--- config.mk ---
export PLATFORM = sky130hd
export DESIGN_NAME = rau_ctrl
export DESIGN_NICKNAME = d
export VERILOG_FILES = /design/src/hdl/rau_pkg.sv /design/src/hdl/rau_ctrl.sv
export SDC_FILE = /design/constraint.sdc
export NUM_CORES = 1
export LEC_CHECK = 0
export BUFFER_PORTS_ARGS = -buffer_cell sky130_fd_sc_hd__clkbuf_2
export CORE_AREA = 4 4 41 43
export DETAILED_ROUTE_END_ITERATION = 12
export DIE_AREA = 0 0 45 47
export PLACE_DENSITY_LB_ADDON = 0.12
export SLEW_MARGIN = 10
export SYNTH_ARGS = -nofsm -noshare
export SYNTH_HDL_FRONTEND = slang
export SYNTH_SLANG_ARGS = --single-unit
--- constraint.sdc ---
create_clock -name i_clk -period 2.22 [get_ports i_clk]
set_clock_uncertainty 0.1 [all_clocks]
set_input_delay 0 -clock i_clk [delete_from_list [all_inputs] [get_ports i_clk]]
set_output_delay 0 -clock i_clk [all_outputs]
set_load 0.05 [all_outputs]
--- src/hdl/rau_pkg.sv ---
// Shared types and constants for the rational arithmetic unit.
// Used by rau_ctrl, rau_dpath and rational_arith_unit_top; no dependencies.
`default_nettype none

package rau_pkg;

    // Operation codes on the input word
    localparam logic [2:0] CMD_ADD = 3'd0;
    localparam logic [2:0] CMD_SUB = 3'd1;
    localparam logic [2:0] CMD_MUL = 3'd2;
    localparam logic [2:0] CMD_DIV = 3'd3;
    localparam logic [2:0] CMD_CMP = 3'd4;
    localparam logic [2:0] CMD_NEG = 3'd5;

    // Compare outcome codes
    localparam logic [1:0] ORD_LT = 2'd0;
    localparam logic [1:0] ORD_EQ = 2'd1;
    localparam logic [1:0] ORD_GT = 2'd2;

    // Status codes
    localparam logic [1:0] ST_OK   = 2'd0;
    localparam logic [1:0] ST_DIV0 = 2'd1;
    localparam logic [1:0] ST_OVF  = 2'd2;

    typedef struct packed {
        logic [2:0]         cmd;
        logic signed [31:0] a_num;
        logic [30:0]        a_den;
        logic signed [31:0] b_num;
        logic [30:0]        b_den;
    } t_in_word;

    typedef struct packed {
        logic signed [31:0] res_num;
        logic [30:0]        res_den;
        logic               is_whole;
        logic [1:0]         order;
        logic [1:0]         status;
    } t_out_word;

    // Datapath commands issued by the controller
    typedef enum logic [3:0] {
        DP_NOP,
        DP_LOAD,
        DP_MUL0,
        DP_MUL1,
        DP_MUL2,
        DP_PREP,
        DP_GCD,
        DP_DIVN_INIT,
        DP_DIVD_INIT,
        DP_DIV_STEP,
        DP_OUT
    } t_dp_op;

    // Datapath status returned to the controller
    typedef struct packed {
        logic skip;       // result known right after load
        logic early_done; // result known after product preparation
        logic gcd_done;
        logic div_last;
    } t_dp_stat;

endpackage

`default_nettype wire

--- src/hdl/rau_ctrl.sv ---
// Controller state machine: sequences the datapath and runs the handshakes.
// Depends on rau_pkg.
`default_nettype none

module rau_ctrl
    import rau_pkg::*;
(
    input  wire logic     i_clk,
    input  wire logic     i_rst_n,
    input  wire logic     i_in_valid,
    output logic          o_in_ready,
    output logic          o_out_valid,
    input  wire logic     i_out_ready,
    input  wire t_dp_stat i_stat,
    output t_dp_op        o_op
);

    typedef enum logic [3:0] {
        S_IDLE, S_LOAD, S_MUL0, S_MUL1, S_MUL2, S_PREP,
        S_GCD, S_DIVN, S_DIVD, S_FIN
    } t_state;

    t_state r_state;
    logic   r_out_valid;
    logic   n_free;

    assign n_free      = !r_out_valid || i_out_ready;
    assign o_in_ready  = (r_state == S_IDLE);
    assign o_out_valid = r_out_valid;

    // Command for the datapath in each state
    always_comb begin
        unique case (r_state)
            S_IDLE:  o_op = (i_in_valid) ? DP_LOAD : DP_NOP;
            S_LOAD:  o_op = DP_NOP;
            S_MUL0:  o_op = DP_MUL0;
            S_MUL1:  o_op = DP_MUL1;
            S_MUL2:  o_op = DP_MUL2;
            S_PREP:  o_op = DP_PREP;
            S_GCD:   o_op = i_stat.gcd_done ? DP_DIVN_INIT : DP_GCD;
            S_DIVN:  o_op = i_stat.div_last ? DP_DIVD_INIT : DP_DIV_STEP;
            S_DIVD:  o_op = DP_DIV_STEP;
            S_FIN:   o_op = n_free ? DP_OUT : DP_NOP;
            default: o_op = DP_NOP;
        endcase
    end

    // Hold state and the output valid flag
    always_ff @(posedge i_clk) begin
        if (!i_rst_n) begin
            r_state     <= S_IDLE;
            r_out_valid <= 1'b0;
        end else begin
            if (r_out_valid && i_out_ready) begin
                r_out_valid <= 1'b0;
            end
            unique case (r_state)
                S_IDLE: if (i_in_valid) r_state <= S_LOAD;
                S_LOAD: r_state <= i_stat.skip ? S_FIN : S_MUL0;
                S_MUL0: r_state <= S_MUL1;
                S_MUL1: r_state <= S_MUL2;
                S_MUL2: r_state <= S_PREP;
                S_PREP: r_state <= i_stat.early_done ? S_FIN : S_GCD;
                S_GCD:  if (i_stat.gcd_done) r_state <= S_DIVN;
                S_DIVN: if (i_stat.div_last) r_state <= S_DIVD;
                S_DIVD: if (i_stat.div_last) r_state <= S_FIN;
                S_FIN: begin
                    if (n_free) begin
                        r_out_valid <= 1'b1;
                        r_state     <= S_IDLE;
                    end
                end
                default: r_state <= S_IDLE;
            endcase
        end
    end

    a_accept_loads: assert property (@(posedge i_clk) disable iff (!i_rst_n)
        i_in_valid && o_in_ready |=> r_state == S_LOAD)
        else $error("accepted word did not start a load");

    a_divn_to_divd: assert property (@(posedge i_clk) disable iff (!i_rst_n)
        r_state == S_DIVN && i_stat.div_last |=> r_state == S_DIVD)
        else $error("numerator division did not hand over");

    a_fin_output: assert property (@(posedge i_clk) disable iff (!i_rst_n)
        r_state == S_FIN && n_free |=> r_out_valid && r_state == S_IDLE)
        else $error("finished result not presented");

endmodule

`default_nettype wire

==> Word level (Yosys, flattened, before mapping) <==
Index checks and enable logic that the tools add are counted.
{ "classes": {"reduce_logical": 5, "n_eq_ne": 14, "muxes": 16} }
{ "ops": {"columns": ["cell", "n"], "rows": [
  ["case mux 4 bit (10 select lines)", 1],
  ["case mux 4 bit (9 select lines)", 1],
  ["two-way mux 4 bit", 8],
  ["equality test 4 x 3 -> 1 bit (second input constant)", 4],
  ["inequality test 2 bit (second input constant)", 5],
  ["equality test 4 x 2 -> 1 bit (second input constant)", 2],
  ["equality test 4 bit (second input constant)", 2],
  ["two-way mux 1 bit", 6],
  ["AND reduction 5 bit", 1],
  ["equality test 4 x 1 -> 1 bit (second input constant)", 1],
  ["logical NOT 4 bit", 1],
  ["logical AND 1 bit", 1],
  ["logical NOT 1 bit", 1],
  ["logical OR 1 bit", 1]
]} }
{ "word_totals": {"in_bits": 8, "out_inout_bits": 6, "regBits": 5} }

==> Longest topological paths before layout <==
{ "logic_depth": {"ltp_word": 4, "mapped_depth": 5, "ltp_nobuf": 4} }

==> Worst setup path after synthesis <==
No wires, ideal clock.
{ "synth_path": {"kind": "reg2out", "start": "register r_state[0]", "end": "output o_op[1]", "stages_incl_launch_ff": 5, "arrival_time_ns": 2.053, "slack_ns": 0.067, "required_ns": 2.120, "cell_sequence": "dfxtp_1 buf_2 clkbuf_1 nand2_1 o31ai_1"} }
{ "synth_via": {"elab_chain_len": 2, "elab_cells_between_ends": 10, "classes_between": "eq/ne: 8; mux: 1; reduce/logical: 1"} }
{ "synth_rtl": {"columns": ["element", "line", "text"], "rows": [
  ["start, declared", "rau_ctrl.sv:23", "t_state r_state;"],
  ["start signal, assigned", "rau_ctrl.sv:59", "S_LOAD: r_state <= i_stat.skip ? S_FIN : S_MUL0;"],
  ["start signal, assigned", "rau_ctrl.sv:63", "S_PREP: r_state <= i_stat.early_done ? S_FIN : S_GCD;"],
  ["equality test 4 bit, or another cell as far along", "rau_ctrl.sv:33", "unique case (r_state)"],
  ["case mux 4 bit (9 select lines) *", "rau_ctrl.sv:33", null],
  ["end, declared", "rau_ctrl.sv:15", "output t_dp_op o_op"]
]} }
Mark *: on every way between the ends. The rest lies on a longest branch, timed or not.

==> Worst setup path after layout <==
{ "layout_path": {"start": "register r_state[2]", "end": "output o_op[0]"} }
The elaborated chain is that of the path after synthesis.

==> flow_summary_export.csv <==
group,metric,value,unit
synth,synth-edff-count,0,
cells_and_area,syn_to_final_growth,22.51,%
die,die_w,45,um
cts,cts_buffers,3,
sta,rsz0062_at_grt,"no",
synth,ys_async_sr_fraction,0,%
synth,avgSynthCellArea,7.709,um^2
critical_path,path_max_fanout,16,
critical_path,rrSetupSlack,0.49,ns
cts,post_cts_buffers,0,
route,viasPerCell,5.429,
cts,cts_root_buffer,"clkbuf_4",
global_route,grt_overflow,0,
route,wirelength,1227,um
critical_path,criticalPathCategory,"reg2out",
critical_path,arrival,1.68,ns
place,globalplace.congestion,0.7539,
cts,cts_max_level,1,
synth,synth_cell_types,34,
cts,cts_buffer_depth,2,
die,rows,13,
synth,muxShareOfSynthArea,2.094,%
cells_and_area,drive_gt1_share,30.26,%
cells_and_area,final_util,45.00,%
global_route,grt_max_degree,17,
synth,syn_area,478.0,um^2
cts,insertion_delay,0.23,ns
route,dr.pass1.iters,2,
global_route,grt_pass1_vias,468,
die,core_area,1301,um^2
sta,clock.fmax,561.4,MHz
power,p_leak,0.2546,nW
sta,tightest_slew,0.4787,ns
cts,cts_resized,0,
run,max-cap-violations,0,
synth,synth-xor-area-share,0,%
worst_hold_path,hp-class,"in2reg",
critical_path,end_kind,"output pin",
power,total_power,0.0004114,W
route,drcViolationCount,0,
die,dieHeight,47,um
route,wl_per_cell,13.48,um
power,power_density,702.6,nW/um^2
cts,clkSlewWorstSetupHoldPaths,0.04,ns
synth,ys_seq_area_share,20.94,%
sta,drv_slew,0,
sta,fin_setup_tns,0,ns
route,drt-initial-drc-count,4,
sta,finalHoldViolCount,0,
die,dieArea,2115,um^2
power,irDropWorstVdd,346.1,uV
cells_and_area,regArea,100.1,um^2
cts,cts_tree,"done",
die,initial_utilization,36.73,%
synth,synthFlopType,"dfxtp_1",
global_route,gr-usage-all-layers,13.75,%
outcome,status,"finished, final reports clean",
synth,synth_top_area_share,20.94,%
synth,synth-seq-cells,5,
route,postRouteAntennaNets,0,
critical_path,worstPathRequired,2.12,ns
synth,yosysTopAreaCell,"dfxtp_1",
cts,holdBufCountCts,1,
cells_and_area,finalNetCount,85,
sta,final.period_utilization,80.24,%
die,ios,14,
synth,synthSimpleGateAreaFrac,33.25,%
place,port-buffer-count,13,
synth,synth_compound_area_share,36.39,%
cts,cts.sinks,5,
synth,synth_nets,70,
place,dp_hpwl,949.7,um
route,vias,494,
sta,setup_viol,0,
cells_and_area,multiInputGateArea,342.8,um^2
synth,yosysWarnings,0,
synth,synthCells,62,
synth,synth_area_leaders,"dfxtp_1, nand2_1, a32o_1",
cells_and_area,antenna_cells,0,
sta,slew_headroom,68.04,%
synth,synth_top_family_by_area,"compound AO/OA/AOI/OAI gates",
global_route,antenna_found_initial,0,
sta,period_needed,1.781,ns
global_route,grt_pass1_wl,2083,um
cells_and_area,fillers,150,
critical_path,start_kind,"flip-flop",
synth,synthAdderAreaFrac,0,%
## worst paths after layout
check / from / to / depth (start not counted)
max: r_state[2]$_SDFFE_PN0P_ / o_op[0] / 4
min: i_out_ready / o_out_valid$_SDFF_PN0_ / 3
max reg2reg: r_state[2]$_SDFFE_PN0P_ / r_state[0]$_SDFFE_PN0P_ / 4
min reg2reg: o_out_valid$_SDFF_PN0_ / o_out_valid$_SDFF_PN0_ / 2
## cell families (layout without fill, tap and decap cells)
logic type | Yosys count | after routing
buffers and inverters | 8 | 22
AO/OA/AOI/OAI | 22 | 22
multiplexers | 1 | 1
flip-flops | 5 | 5
AND/OR/NAND/NOR | 26 | 26
## cell type report
type,count,area share (%)
timing repair buffer,16,15.38
inverter,2,1.282
clock buffer,4,4.487
tap,15,3.205
sequential,5,17.09
multi-input combinational,49,58.55
## worst max-delay path, cell delays in order, from the launching register on
cell and delay (ns):
dfxtp_1 0.61, or2_1 0.31, nand2_1 0.08, a21oi_1 0.15, clkbuf_2 0.29
## sequential cells by signal, indices dropped and copies added, names as in the netlist
register and cells:
r_state 4, o_out_valid 1
## power breakdown
part	internal [W]	leakage [nW]	switching (W)
Clock	0.0000677	0.0150	0.0000332
Sequential	0.0000988	0.0408	0.0000236
Combinational	0.0000657	0.199	0.000123
## layer usage
layer	track usage [%]	routed length, um	vias up
met5	0	0	-
met4	10.53	10	0
met3	1.149	34	2
met2	22.03	606	5
met1	17.08	576	221
li1	-	-	266
## per-stage QoR
step | hold WS [ns] | area, um^2 | std cells | worst slack [ns]
floorplan | 0.01750 | 478.0 | 62 | 0.06738
CTS | 0.02423 | 585.6 | 91 | 0.4342
global placement | 0.2055 | 549.3 | 86 | 0.5253
global route | 0.02862 | 585.6 | 91 | 0.2532
finish | 0.03238 | 585.6 | 91 | 0.4386
detailed placement | 0.2076 | 549.3 | 86 | 0.4986
## placed cells by master (no fill, tap or decap), drive strengths merged, types with 2 or more instances in the layout
cell type / instances
clkbuf: 17
nand2: 6
dfxtp: 5
nand3: 3
nor2: 3
a21oi: 3
o21ai: 3
or2: 3
a31oi: 2
inv: 2
o31ai: 2
nand3b: 2
nor4b: 2
a32o: 2
buf: 2
and4: 2
## synthesized netlist by cell type, types with 2 or more instances
master    instances
a31oi_1           2
nor4b_1           2
o31ai_1           2
nand3_1           3
nor2_1            3
dfxtp_1           5
a21oi_1           3
a32o_1            2
nand2_1           6
clkbuf_1          2
buf_2             4
inv_1             2
o21ai_0           3
nand3b_1          2
or2_1             2
No activity file was read; power rests on OpenSTA's default activity.
